--- src/rtl/core/glcc_pkg.sv ---
`timescale 1ns / 1ps
// ----------------------------------------------------------------------------
// glcc_pkg
// shared types, constants and colour functions of the gesture led controller
// ----------------------------------------------------------------------------
package glcc_pkg;

    localparam int TOUCH_W      = 4;
    localparam int LED_NUM_W    = 3;
    localparam int COLOUR_W     = 8;
    localparam int LEVEL_W      = 5;
    localparam int HUE_W        = 9;
    localparam int DIV_W        = 8;
    localparam int CFG_INDEX_W  = 2;
    localparam int CFG_DATA_W   = 9;
    localparam int TOUCH_LEDS   = 4;
    localparam int PALETTE_W    = 3;
    localparam int SLOTS        = 6;
    localparam int SLOT_W       = 3;
    localparam int QUEUE_DEPTH  = 4;
    localparam int QUEUE_PTR_W  = 2;
    localparam int QUEUE_CNT_W  = 3;

    // register indexes of the configuration port
    localparam logic [CFG_INDEX_W-1:0] CFG_LED_BRIGHTNESS = 2'd0;
    localparam logic [CFG_INDEX_W-1:0] CFG_HUE_STEP       = 2'd1;
    localparam logic [CFG_INDEX_W-1:0] CFG_UPDATE_DIVIDER = 2'd2;

    localparam logic [LEVEL_W-1:0] BRIGHTNESS_RST = 5'd15;
    localparam logic [HUE_W-1:0]   HUE_STEP_RST   = 9'd10;
    localparam logic [DIV_W-1:0]   DIVIDER_RST    = 8'd5;

    localparam logic [LED_NUM_W-1:0] LED_CW  = 3'd4;
    localparam logic [LED_NUM_W-1:0] LED_CCW = 3'd5;

    localparam logic [PALETTE_W-1:0] PALETTE_LAST = 3'd5;

    typedef enum logic [1:0] {
        WHEEL_NONE,
        WHEEL_OFF,
        WHEEL_UPDATE
    } wheel_op_t;

    typedef logic [PALETTE_W-1:0] palette_pos_t;

    // one classified tick, as handed from the front to the back
    typedef struct packed {
        logic [TOUCH_LEDS-1:0]              touch_mask; // bit i: led i pressed
        palette_pos_t [TOUCH_LEDS-1:0]      pos;
        wheel_op_t                          wheel_op;
        logic                               clockwise;
        logic [HUE_W-1:0]                   hue;
    } glcc_cmd_t;

    typedef struct packed {
        logic [COLOUR_W-1:0] red;
        logic [COLOUR_W-1:0] green;
        logic [COLOUR_W-1:0] blue;
    } rgb_t;

    function automatic rgb_t palette_rgb(input palette_pos_t pos);
        rgb_t c;
        case (pos)
            3'd0:    c = '{8'd255, 8'd0,   8'd0};
            3'd1:    c = '{8'd255, 8'd127, 8'd0};
            3'd2:    c = '{8'd255, 8'd255, 8'd0};
            3'd3:    c = '{8'd0,   8'd255, 8'd0};
            3'd4:    c = '{8'd0,   8'd0,   8'd255};
            3'd5:    c = '{8'd127, 8'd0,   8'd255};
            default: c = '{8'd255, 8'd0,   8'd0};
        endcase
        return c;
    endfunction

    // full saturation, full value; hue is below 360
    function automatic rgb_t hue_to_rgb(input logic [HUE_W-1:0] h);
        logic [2:0]          region;
        logic [HUE_W-1:0]    base;
        logic [5:0]          rem60;
        logic [9:0]          scaled;
        logic [COLOUR_W-1:0] r;
        logic [COLOUR_W-1:0] rn;
        rgb_t                c;
        if (h >= 9'd300)
        begin
            region = 3'd5;
            base   = 9'd300;
        end
        else if (h >= 9'd240)
        begin
            region = 3'd4;
            base   = 9'd240;
        end
        else if (h >= 9'd180)
        begin
            region = 3'd3;
            base   = 9'd180;
        end
        else if (h >= 9'd120)
        begin
            region = 3'd2;
            base   = 9'd120;
        end
        else if (h >= 9'd60)
        begin
            region = 3'd1;
            base   = 9'd60;
        end
        else
        begin
            region = 3'd0;
            base   = 9'd0;
        end
        rem60  = 6'(h - base);
        // x * 255 / 60 is x * 17 / 4
        scaled = 10'({4'd0, rem60} * 10'd17) >> 2;
        r      = scaled[COLOUR_W-1:0];
        rn     = 8'd255 - r;
        case (region)
            3'd0:    c = '{8'd255, r,      8'd0};
            3'd1:    c = '{rn,     8'd255, 8'd0};
            3'd2:    c = '{8'd0,   8'd255, r};
            3'd3:    c = '{8'd0,   rn,     8'd255};
            3'd4:    c = '{r,      8'd0,   8'd255};
            default: c = '{8'd255, 8'd0,   rn};
        endcase
        return c;
    endfunction

endpackage

--- src/rtl/core/glcc_if.sv ---
`timescale 1ns / 1ps
// ----------------------------------------------------------------------------
// glcc_if
// valid/ready channels for poll ticks and led writes
// ----------------------------------------------------------------------------
interface glcc_tick_if;
    import glcc_pkg::*;

    logic               valid;
    logic               ready;
    logic [TOUCH_W-1:0] touch_bits;
    logic               wheel_active;
    logic               wheel_clockwise;

    modport source (output valid, output touch_bits, output wheel_active,
                    output wheel_clockwise, input ready);
    modport sink   (input valid, input touch_bits, input wheel_active,
                    input wheel_clockwise, output ready);
endinterface

interface glcc_led_if;
    import glcc_pkg::*;

    logic                 valid;
    logic                 ready;
    logic [LED_NUM_W-1:0] led_number;
    logic [COLOUR_W-1:0]  red_level;
    logic [COLOUR_W-1:0]  green_level;
    logic [COLOUR_W-1:0]  blue_level;
    logic [LEVEL_W-1:0]   led_level;
    logic                 final_write;

    modport source (output valid, output led_number, output red_level,
                    output green_level, output blue_level, output led_level,
                    output final_write, input ready);
    modport sink   (input valid, input led_number, input red_level,
                    input green_level, input blue_level, input led_level,
                    input final_write, output ready);
endinterface

--- src/rtl/core/gesture_led_color_controller_top.sv ---
`timescale 1ns / 1ps
// ----------------------------------------------------------------------------
// gesture_led_color_controller_top
// touch and airwheel driven led colour controller
// ----------------------------------------------------------------------------
//
//  channel   direction  handshake     payload
//  tick      in         valid/ready   touch_bits, wheel_active, wheel_clockwise
//  led       out        valid/ready   led_number, rgb levels, led_level,
//                                     final_write
//  cfg       in         write enable  cfg_index, cfg_data
//
//  a tick transaction is taken whenever the 4-entry queue has room
//  the back emits one led write per cycle while the led sink is ready; a tick
//  causes 0 to 6 writes; ticks with no writes take no queue entry but
//  still wait while the queue is full
//  the led output register parts the two sides: a stalled led sink only fills
//  the queue, after which tick ready drops
//  rst_n is asynchronous, active low; it clears history, palette positions,
//  hue, divider and the registers to their defaults
//
module gesture_led_color_controller_top
(
    input  logic                              clk,
    input  logic                              rst_n,
    glcc_tick_if.sink                         tick,
    glcc_led_if.source                        led,
    input  logic                              cfg_write_en,
    input  logic [glcc_pkg::CFG_INDEX_W-1:0]  cfg_index,
    input  logic [glcc_pkg::CFG_DATA_W-1:0]   cfg_data
);
    import glcc_pkg::*;

    // configuration registers
    logic [LEVEL_W-1:0]  brightness_reg;
    logic [HUE_W-1:0]    hue_step_reg;
    logic [DIV_W-1:0]    divider_reg;

    // front to queue
    logic                push;
    glcc_cmd_t           push_cmd;
    logic                queue_full;

    // queue to back
    logic                pop;
    logic                head_valid;
    glcc_cmd_t           head_cmd;

    // register writes; an index past the list is ignored
    always_ff @(posedge clk or negedge rst_n)
    begin
        if (!rst_n)
        begin
            brightness_reg <= BRIGHTNESS_RST;
            hue_step_reg   <= HUE_STEP_RST;
            divider_reg    <= DIVIDER_RST;
        end
        else if (cfg_write_en)
        begin
            case (cfg_index)
                CFG_LED_BRIGHTNESS: brightness_reg <= cfg_data[LEVEL_W-1:0];
                CFG_HUE_STEP:       hue_step_reg   <= cfg_data[HUE_W-1:0];
                CFG_UPDATE_DIVIDER: divider_reg    <= cfg_data[DIV_W-1:0];
                default:            brightness_reg <= brightness_reg;
            endcase
        end
    end

    // front: edge detection, palette stepping, wheel state and hue divider
    glcc_front u_front
    (
        .clk            (clk),
        .rst_n          (rst_n),
        .tick           (tick),
        .hue_step       (hue_step_reg),
        .update_divider (divider_reg),
        .queue_full     (queue_full),
        .push           (push),
        .push_cmd       (push_cmd)
    );

    // queue: only ticks that cause at least one write are stored
    glcc_queue u_queue
    (
        .clk        (clk),
        .rst_n      (rst_n),
        .push       (push),
        .push_cmd   (push_cmd),
        .full       (queue_full),
        .pop        (pop),
        .head_valid (head_valid),
        .head_cmd   (head_cmd)
    );

    // back: hue to colour, write sequencing and the output register
    glcc_back u_back
    (
        .clk            (clk),
        .rst_n          (rst_n),
        .head_valid     (head_valid),
        .head_cmd       (head_cmd),
        .pop            (pop),
        .led_brightness (brightness_reg),
        .led            (led)
    );

endmodule

--- src/rtl/core/glcc_front.sv ---
`timescale 1ns / 1ps
// ----------------------------------------------------------------------------
// glcc_front
// takes poll ticks, tracks edges, palette positions, hue and divider
// ----------------------------------------------------------------------------
module glcc_front
(
    input  logic                         clk,
    input  logic                         rst_n,
    glcc_tick_if.sink                    tick,
    input  logic [glcc_pkg::HUE_W-1:0]   hue_step,
    input  logic [glcc_pkg::DIV_W-1:0]   update_divider,
    input  logic                         queue_full,
    output logic                         push,
    output glcc_pkg::glcc_cmd_t          push_cmd
);
    import glcc_pkg::*;

    logic [TOUCH_W-1:0]                  touch_hist_reg;
    logic [TOUCH_W-1:0]                  touch_hist_next;
    palette_pos_t [TOUCH_LEDS-1:0]       pos_reg;
    palette_pos_t [TOUCH_LEDS-1:0]       pos_next;
    logic [HUE_W-1:0]                    hue_reg;
    logic [HUE_W-1:0]                    hue_next;
    logic [DIV_W-1:0]                    tick_cnt_reg;
    logic [DIV_W-1:0]                    tick_cnt_next;
    logic                                wheel_hist_reg;
    logic                                wheel_hist_next;

    logic                                accept;
    logic [TOUCH_W-1:0]                  pressed;
    logic [TOUCH_LEDS-1:0]               led_mask;
    logic [HUE_W-1:0]                    base_hue;
    logic [DIV_W-1:0]                    tick_inc;
    logic [DIV_W-1:0]                    div_eff;
    logic [HUE_W:0]                      hue_sum;
    logic [HUE_W:0]                      hue_wrap;
    wheel_op_t                           op;

    assign tick.ready = !queue_full;
    assign accept     = tick.valid && !queue_full;

    always_comb
    begin
        // edges reordered north, east, south, west
        pressed  = tick.touch_bits & ~touch_hist_reg;
        led_mask = {pressed[1], pressed[0], pressed[3], pressed[2]};

        for (int i = 0; i < TOUCH_LEDS; i++)
        begin
            if (led_mask[i])
                pos_next[i] = (pos_reg[i] >= PALETTE_LAST) ? '0
                                                            : pos_reg[i] + 3'd1;
            else
                pos_next[i] = pos_reg[i];
        end

        base_hue = (tick.wheel_active && !wheel_hist_reg) ? '0 : hue_reg;
        tick_inc = tick_cnt_reg + 8'd1;
        div_eff  = (update_divider == '0) ? 8'd1 : update_divider;
        hue_sum  = {1'b0, base_hue} + {1'b0, hue_step};
        if (hue_sum >= 10'd720)
            hue_wrap = hue_sum - 10'd720;
        else if (hue_sum >= 10'd360)
            hue_wrap = hue_sum - 10'd360;
        else
            hue_wrap = hue_sum;

        op              = WHEEL_NONE;
        hue_next        = hue_reg;
        tick_cnt_next   = tick_cnt_reg;
        wheel_hist_next = tick.wheel_active;
        if (!tick.wheel_active && wheel_hist_reg)
        begin
            op = WHEEL_OFF;
        end
        else if (tick.wheel_active)
        begin
            if (tick_inc >= div_eff)
            begin
                tick_cnt_next = '0;
                hue_next      = hue_wrap[HUE_W-1:0];
                op            = WHEEL_UPDATE;
            end
            else
            begin
                tick_cnt_next = tick_inc;
                hue_next      = base_hue;
            end
        end
        touch_hist_next = tick.touch_bits;
    end

    assign push                = accept && ((led_mask != '0) || (op != WHEEL_NONE));
    assign push_cmd.touch_mask = led_mask;
    assign push_cmd.pos        = pos_next;
    assign push_cmd.wheel_op   = op;
    assign push_cmd.clockwise  = tick.wheel_clockwise;
    assign push_cmd.hue        = hue_next;

    always_ff @(posedge clk or negedge rst_n)
    begin
        if (!rst_n)
        begin
            touch_hist_reg <= '0;
            pos_reg        <= '0;
            hue_reg        <= '0;
            tick_cnt_reg   <= '0;
            wheel_hist_reg <= 1'b0;
        end
        else if (accept)
        begin
            touch_hist_reg <= touch_hist_next;
            pos_reg        <= pos_next;
            hue_reg        <= hue_next;
            tick_cnt_reg   <= tick_cnt_next;
            wheel_hist_reg <= wheel_hist_next;
        end
    end

endmodule

--- src/rtl/core/glcc_queue.sv ---
`timescale 1ns / 1ps
// ----------------------------------------------------------------------------
// glcc_queue
// short fifo of classified ticks between front and back
// ----------------------------------------------------------------------------
module glcc_queue
(
    input  logic                 clk,
    input  logic                 rst_n,
    input  logic                 push,
    input  glcc_pkg::glcc_cmd_t  push_cmd,
    output logic                 full,
    input  logic                 pop,
    output logic                 head_valid,
    output glcc_pkg::glcc_cmd_t  head_cmd
);
    import glcc_pkg::*;

    glcc_cmd_t                 entry_reg [QUEUE_DEPTH];
    logic [QUEUE_PTR_W-1:0]    wr_ptr_reg;
    logic [QUEUE_PTR_W-1:0]    wr_ptr_next;
    logic [QUEUE_PTR_W-1:0]    rd_ptr_reg;
    logic [QUEUE_PTR_W-1:0]    rd_ptr_next;
    logic [QUEUE_CNT_W-1:0]    count_reg;
    logic [QUEUE_CNT_W-1:0]    count_next;
    logic                      do_pop;

    assign full       = (count_reg == QUEUE_CNT_W'(QUEUE_DEPTH));
    assign head_valid = (count_reg != '0);
    assign head_cmd   = entry_reg[rd_ptr_reg];
    assign do_pop     = pop && head_valid;

    always_comb
    begin
        wr_ptr_next = push   ? wr_ptr_reg + 1'b1 : wr_ptr_reg;
        rd_ptr_next = do_pop ? rd_ptr_reg + 1'b1 : rd_ptr_reg;
        count_next  = count_reg + QUEUE_CNT_W'(push) - QUEUE_CNT_W'(do_pop);
    end

    always_ff @(posedge clk)
    begin
        if (push)
            entry_reg[wr_ptr_reg] <= push_cmd;
    end

    always_ff @(posedge clk or negedge rst_n)
    begin
        if (!rst_n)
        begin
            wr_ptr_reg <= '0;
            rd_ptr_reg <= '0;
            count_reg  <= '0;
        end
        else
        begin
            wr_ptr_reg <= wr_ptr_next;
            rd_ptr_reg <= rd_ptr_next;
            count_reg  <= count_next;
        end
    end

endmodule

--- src/rtl/core/glcc_back.sv ---
`timescale 1ns / 1ps
// ----------------------------------------------------------------------------
// glcc_back
// expands a classified tick into led writes, one per cycle while the led sink is ready
// ----------------------------------------------------------------------------
module glcc_back
(
    input  logic                          clk,
    input  logic                          rst_n,
    input  logic                          head_valid,
    input  glcc_pkg::glcc_cmd_t           head_cmd,
    output logic                          pop,
    input  logic [glcc_pkg::LEVEL_W-1:0]  led_brightness,
    glcc_led_if.source                    led
);
    import glcc_pkg::*;

    // slots 0..3 touch leds, 4 first wheel write, 5 second wheel write
    logic [SLOTS-1:0]                pend_reg;
    logic [SLOTS-1:0]                pend_next;
    palette_pos_t [TOUCH_LEDS-1:0]   pos_reg;
    rgb_t                            wheel_rgb_reg;
    logic                            cw_reg;
    logic                            lit_reg;

    logic                            out_valid_reg;
    logic                            out_valid_next;
    logic [LED_NUM_W-1:0]            out_num_reg;
    logic [LED_NUM_W-1:0]            out_num_next;
    rgb_t                            out_rgb_reg;
    rgb_t                            out_rgb_next;
    logic [LEVEL_W-1:0]              out_level_reg;
    logic [LEVEL_W-1:0]              out_level_next;
    logic                            out_final_reg;

    logic                            advance;
    logic                            emit;
    logic [SLOT_W-1:0]               sel;
    logic [SLOTS-1:0]                rest;
    logic                            load;
    logic                            wheel_any;

    assign advance   = !out_valid_reg || led.ready;
    assign emit      = advance && (pend_reg != '0);
    assign rest      = pend_reg & (pend_reg - 1'b1);
    assign load      = head_valid && ((pend_reg == '0) || (emit && (rest == '0)));
    assign pop       = load;
    assign wheel_any = (head_cmd.wheel_op != WHEEL_NONE);

    always_comb
    begin
        sel = '0;
        for (int i = SLOTS - 1; i >= 0; i--)
        begin
            if (pend_reg[i])
                sel = SLOT_W'(i);
        end
    end

    always_comb
    begin
        if (load)
            pend_next = {wheel_any, wheel_any, head_cmd.touch_mask};
        else if (emit)
            pend_next = rest;
        else
            pend_next = pend_reg;

        out_valid_next = emit ? 1'b1 : (advance ? 1'b0 : out_valid_reg);
    end

    always_comb
    begin
        out_num_next   = LED_CW;
        out_rgb_next   = '0;
        out_level_next = '0;
        case (sel)
            3'd0, 3'd1, 3'd2, 3'd3:
            begin
                out_num_next   = sel;
                out_rgb_next   = palette_rgb(pos_reg[sel[1:0]]);
                out_level_next = led_brightness;
            end
            3'd4:
            begin
                if (lit_reg)
                begin
                    out_num_next   = cw_reg ? LED_CW : LED_CCW;
                    out_rgb_next   = wheel_rgb_reg;
                    out_level_next = led_brightness;
                end
                else
                begin
                    out_num_next = LED_CW;
                end
            end
            3'd5:
            begin
                out_num_next = (lit_reg && !cw_reg) ? LED_CW : LED_CCW;
            end
            default:
            begin
                out_num_next = LED_CW;
            end
        endcase
    end

    always_ff @(posedge clk)
    begin
        if (load)
        begin
            pos_reg       <= head_cmd.pos;
            wheel_rgb_reg <= hue_to_rgb(head_cmd.hue);
            cw_reg        <= head_cmd.clockwise;
            lit_reg       <= (head_cmd.wheel_op == WHEEL_UPDATE);
        end
        if (emit)
        begin
            out_num_reg   <= out_num_next;
            out_rgb_reg   <= out_rgb_next;
            out_level_reg <= out_level_next;
            out_final_reg <= (rest == '0);
        end
    end

    always_ff @(posedge clk or negedge rst_n)
    begin
        if (!rst_n)
        begin
            pend_reg      <= '0;
            out_valid_reg <= 1'b0;
        end
        else
        begin
            pend_reg      <= pend_next;
            out_valid_reg <= out_valid_next;
        end
    end

    assign led.valid       = out_valid_reg;
    assign led.led_number  = out_num_reg;
    assign led.red_level   = out_rgb_reg.red;
    assign led.green_level = out_rgb_reg.green;
    assign led.blue_level  = out_rgb_reg.blue;
    assign led.led_level   = out_level_reg;
    assign led.final_write = out_final_reg;

endmodule

--- src/flat_wrapper.sv ---
// flat-port wrapper written by rule: the top's interface ports become plain ports
module gesture_led_color_controller_top_flat import glcc_pkg::*;
  (clk, rst_n, cfg_write_en, cfg_index, cfg_data, tick_valid, tick_touch_bits, tick_wheel_active, tick_wheel_clockwise, tick_ready, led_valid, led_led_number, led_red_level, led_green_level, led_blue_level, led_led_level, led_final_write, led_ready);
  glcc_tick_if tick_i ();
  glcc_led_if led_i ();
  input  logic clk;
  input  logic rst_n;
  input  logic cfg_write_en;
  input  logic [glcc_pkg::CFG_INDEX_W-1:0] cfg_index;
  input  logic [glcc_pkg::CFG_DATA_W-1:0] cfg_data;
  input wire logic [$bits(tick_i.valid)-1:0] tick_valid;
  input wire logic [$bits(tick_i.touch_bits)-1:0] tick_touch_bits;
  input wire logic [$bits(tick_i.wheel_active)-1:0] tick_wheel_active;
  input wire logic [$bits(tick_i.wheel_clockwise)-1:0] tick_wheel_clockwise;
  output wire logic [$bits(tick_i.ready)-1:0] tick_ready;
  output wire logic [$bits(led_i.valid)-1:0] led_valid;
  output wire logic [$bits(led_i.led_number)-1:0] led_led_number;
  output wire logic [$bits(led_i.red_level)-1:0] led_red_level;
  output wire logic [$bits(led_i.green_level)-1:0] led_green_level;
  output wire logic [$bits(led_i.blue_level)-1:0] led_blue_level;
  output wire logic [$bits(led_i.led_level)-1:0] led_led_level;
  output wire logic [$bits(led_i.final_write)-1:0] led_final_write;
  input wire logic [$bits(led_i.ready)-1:0] led_ready;
  assign tick_i.valid = tick_valid;
  assign tick_i.touch_bits = tick_touch_bits;
  assign tick_i.wheel_active = tick_wheel_active;
  assign tick_i.wheel_clockwise = tick_wheel_clockwise;
  assign tick_ready = tick_i.ready;
  assign led_valid = led_i.valid;
  assign led_led_number = led_i.led_number;
  assign led_red_level = led_i.red_level;
  assign led_green_level = led_i.green_level;
  assign led_blue_level = led_i.blue_level;
  assign led_led_level = led_i.led_level;
  assign led_final_write = led_i.final_write;
  assign led_i.ready = led_ready;
  gesture_led_color_controller_top u_core (.clk(clk), .rst_n(rst_n), .tick(tick_i), .led(led_i), .cfg_write_en(cfg_write_en), .cfg_index(cfg_index), .cfg_data(cfg_data));
endmodule
--- config.mk ---
export PLATFORM = sky130hd
export DESIGN_NAME = gesture_led_color_controller_top_flat
export DESIGN_NICKNAME = d
export VERILOG_FILES = /design/src/rtl/core/glcc_pkg.sv /design/src/rtl/core/glcc_if.sv /design/src/rtl/core/gesture_led_color_controller_top.sv /design/src/rtl/core/glcc_front.sv /design/src/rtl/core/glcc_queue.sv /design/src/rtl/core/glcc_back.sv /design/src/flat_wrapper.sv
export SDC_FILE = /design/constraint.sdc
export NUM_CORES = 1
export LEC_CHECK = 0
export ABC_AREA = 1
export BUFFER_PORTS_ARGS = -buffer_cell sky130_fd_sc_hd__buf_2
export CAP_MARGIN = 5
export CORE_MARGIN = 2
export CORE_UTILIZATION = 34
export CTS_CLUSTER_SIZE = 20
export DETAILED_ROUTE_END_ITERATION = 7
export PLACE_DENSITY_LB_ADDON = 0.05
export SETUP_SLACK_MARGIN = 0.4
export SYNTH_ARGS = -nofsm -noshare
export SYNTH_HDL_FRONTEND = slang
export SYNTH_SLANG_ARGS = --single-unit
--- constraint.sdc ---
create_clock -name clk -period 5.76 [get_ports clk]
set_clock_uncertainty 0.15 [all_clocks]
set_input_delay 1.152 -clock clk [delete_from_list [all_inputs] [get_ports clk]]
set_output_delay 1.152 -clock clk [all_outputs]
set_load 0.005 [all_outputs]
==> flow_summary.ini <==
[logic_synthesis]
postSynthNetCount = 1300
synth_commonest_cells = nand2_1, edfxtp_1, inv_1, o21ai_0, nor2_1
ys.flop_type = edfxtp_1
avgSynthCellArea_um2 = 10.0
synthCells = 1229
yosys-top-cells-area = edfxtp_1, dfrtp_1, nand2_1, inv_1, o21ai_0
syn_area_mm2 = 0.0123
yosysUniqueCellTypes = 58
ys_seq_area_share_pct = 58.9
synth_top_cell_by_area = edfxtp_1
synth_top_area_share_pct = 44.6
yosysMostFrequentCell = nand2_1
ys_ff_latch = 253
ys_warn_count = 0
synth_edf_count = 183
async_flop_share_pct = 27.7

[setup_path]
cpMaxStageDelayCell = dfrtp_4
r2r_start = u_core.u_queue.rd_ptr_reg[0]
crit_arrival_ns = 5.14
path_class = reg2reg
slowest_delay_ns = 0.60
startpoint = u_core.u_queue.rd_ptr_reg[0]
crit_path_frequent_cell = nand2_1
worstSetupStartpointType = flop
cp_max_fo = 22
critPathCaptureType = flop
crit_buf_inv = 5
required_ns = 5.89
cp_top_family = simple AND/OR/NAND/NOR gates

[route]
wirelength_mm = 28.3
drc = 8
vias = 8456
first_pass_iters = 7
post_drt_wl_per_cell_um = 15.8
viasPerCell = 4.73
ant_nets = 0
drt-initial-drc-count = 536

[placement]
port_buffers = 56
dp_hpwl_mm = 19.9
placed_cells = 1733
gp_congestion = 0.787

[die]
coreArea_mm2 = 0.0357
boundaryPins = 57
die_w_um = 194
die_h_um = 194
fp-row-count = 69
die_area_mm2 = 0.0378
start_util_pct = 34.6

[outcome]
failed_checks = design-rule violations
outcome = complete, but fails checks

[global_routing]
grt_pass1_vias = 8148
grt_pass1_wl_mm = 45.7
grt_max_degree = 45
antenna_found_initial = 0
overflow = 0
grt.total_usage_pct = 15.1

[final_layout]
fin_cells = 1787
num_antenna_cells = 0
syn2layout_area_growth_pct = 15.6
largest_reg_flops = 112
layout-drive-gt1-share_pct = 13.7
fin_nets = 1374
final.fill_count = 3529

[timing]
setup_tns_ns = 0
slew_headroom_pct = 46.8
rsz0062_at_grt = yes
final-hold-violation-count = 0
clock.fmax_mhz = 200
worstMarginPinSlew_ns = 0.789
finalSetupViolCount = 0
finalMaxSlewViolations = 0
fin_crit_ns = 5.00
post-route-period-util_pct = 86.8

[clock_tree]
cts_inserted_buffers = 29
cts_tree = yes
cts.htree.levels = 1
clock_latency_ns = 0.56
clockBufferDepth = 3
clk_pin_slew_ns = 0.06
cts.sink_count = 253
cts_root_buf = clkbuf_16

[min_path]
min_from = u_core.u_front.touch_hist_reg[3]
hold_class = reg2reg

[run]
maxCapViolations = 0
==> worst register-to-register path, cell delays in order, from the launching register on <==
cell and delay, ns:
dfrtp_4 0.60, inv_8 0.16, nand2_1 0.09, a32oi_4 0.28, inv_1 0.10, nand4_1 0.10
nand2_1 0.17, nor2_4 0.23, inv_4 0.07, nor2_8 0.14, nor2_8 0.07, nand2_2 0.09
inv_2 0.03, ha_1 0.26, nand2_1 0.04, o21ai_0 0.18, xor2_1 0.27, xor2_2 0.16
ha_1 0.31, ha_1 0.16, inv_1 0.05, fa_1 0.38, nor2_1 0.14, nand2_1 0.15
xor2_4 0.23, nand2_1 0.08, o211ai_1 0.07
==> stage by stage <==
step / worst slack (ns) / util, % / hold WS (ns) / area (um^2)
CTS: 0.624 / 39.9 / 0.338 / 14200
detailed placement: 0.398 / 37.0 / 0.324 / 13200
finish: 0.758 / 39.9 / 0.332 / 14200
global route: 0.370 / 39.9 / 0.357 / 14200
floorplan: 1.26 / - / 0.303 / 12300
global placement: 0.320 / 37.0 / 0.317 / 13200
==> layout by cell type (no fill, tap or decap), types with 4 or more instances in the layout <==
cell,instances
nor2_2,6
nor2_4,6
xor2_1,18
a21oi_1,37
o21ai_0,114
clkinv_2,4
a22oi_1,7
clkbuf_1,5
edfxtp_1,183
o22ai_1,22
o211ai_1,28
dfstp_2,8
a21o_1,4
nand2_2,11
nor2_1,88
clkbuf_16,31
bufinv_16,4
buf_4,21
buf_2,55
clkbuf_8,4
nand2_1,291
fa_1,4
dfrtp_1,61
nand4_1,11
nand3_1,50
ha_1,45
inv_1,151
inv_2,7
==> layer usage <==
| metal | routed length (um) | track usage (%) | vias up |
|---|---|---|---|
| li1 | - | - | 4315 |
| met1 | 14300 | 22.2 | 3983 |
| met2 | 12500 | 23.8 | 122 |
| met3 | 971 | 2.12 | 36 |
| met4 | 553 | 3.50 | 0 |
| met5 | 0 | 0 | - |
==> cell type report <==
class	instances	area [um^2]	area share, %
tap	461	577	4.05
clock inverter	14	193	1.35
clock buffer	40	850	5.97
timing repair buffer	76	433	3.04
inverter	161	617	4.33
sequential	253	7260	51.0
multi-input combinational	782	4310	30.3
==> final timing paths <==
path	end	slack [ns]	cells past startpoint
max	u_core.u_back.wheel_rgb_reg[23]	0.76	26
min	u_core.u_front.touch_hist_reg[3]	0.33	2
max reg2reg	u_core.u_back.wheel_rgb_reg[23]	0.76	26
min reg2reg	u_core.u_front.touch_hist_reg[3]	0.33	2
max in group asynchronous	u_core.u_queue.rd_ptr_reg[0]	4.08	2
min in group asynchronous	u_core.u_queue.wr_ptr_reg[0]	0.44	1
==> cell families after synthesis <==
group                    count (synthesis)  synth area share, %
AO/OA/AOI/OAI                          231                 11.0
XOR/XNOR                                21                 1.61
adder cells (fa/ha/maj)                 49                 5.22
buffers and inverters                  194                 6.37
flip-flops                             253                 58.9
multiplexers                             2                0.173
AND/OR/NAND/NOR                        479                 16.7
==> repair_timing <==
| item | in CTS | in global routing |
|---|---|---|
| hold buffers | 0 | 0 |
| resized for setup | 0 | 5 |
| endpoints found under the hold margin | 0 | 0 |
| setup endpoints to repair | 0 | 7 |
| buffers inserted | 0 | 0 |
Power is not shown: default switching activity piles up to over one toggle a cycle in this logic, so the estimate is an artifact.
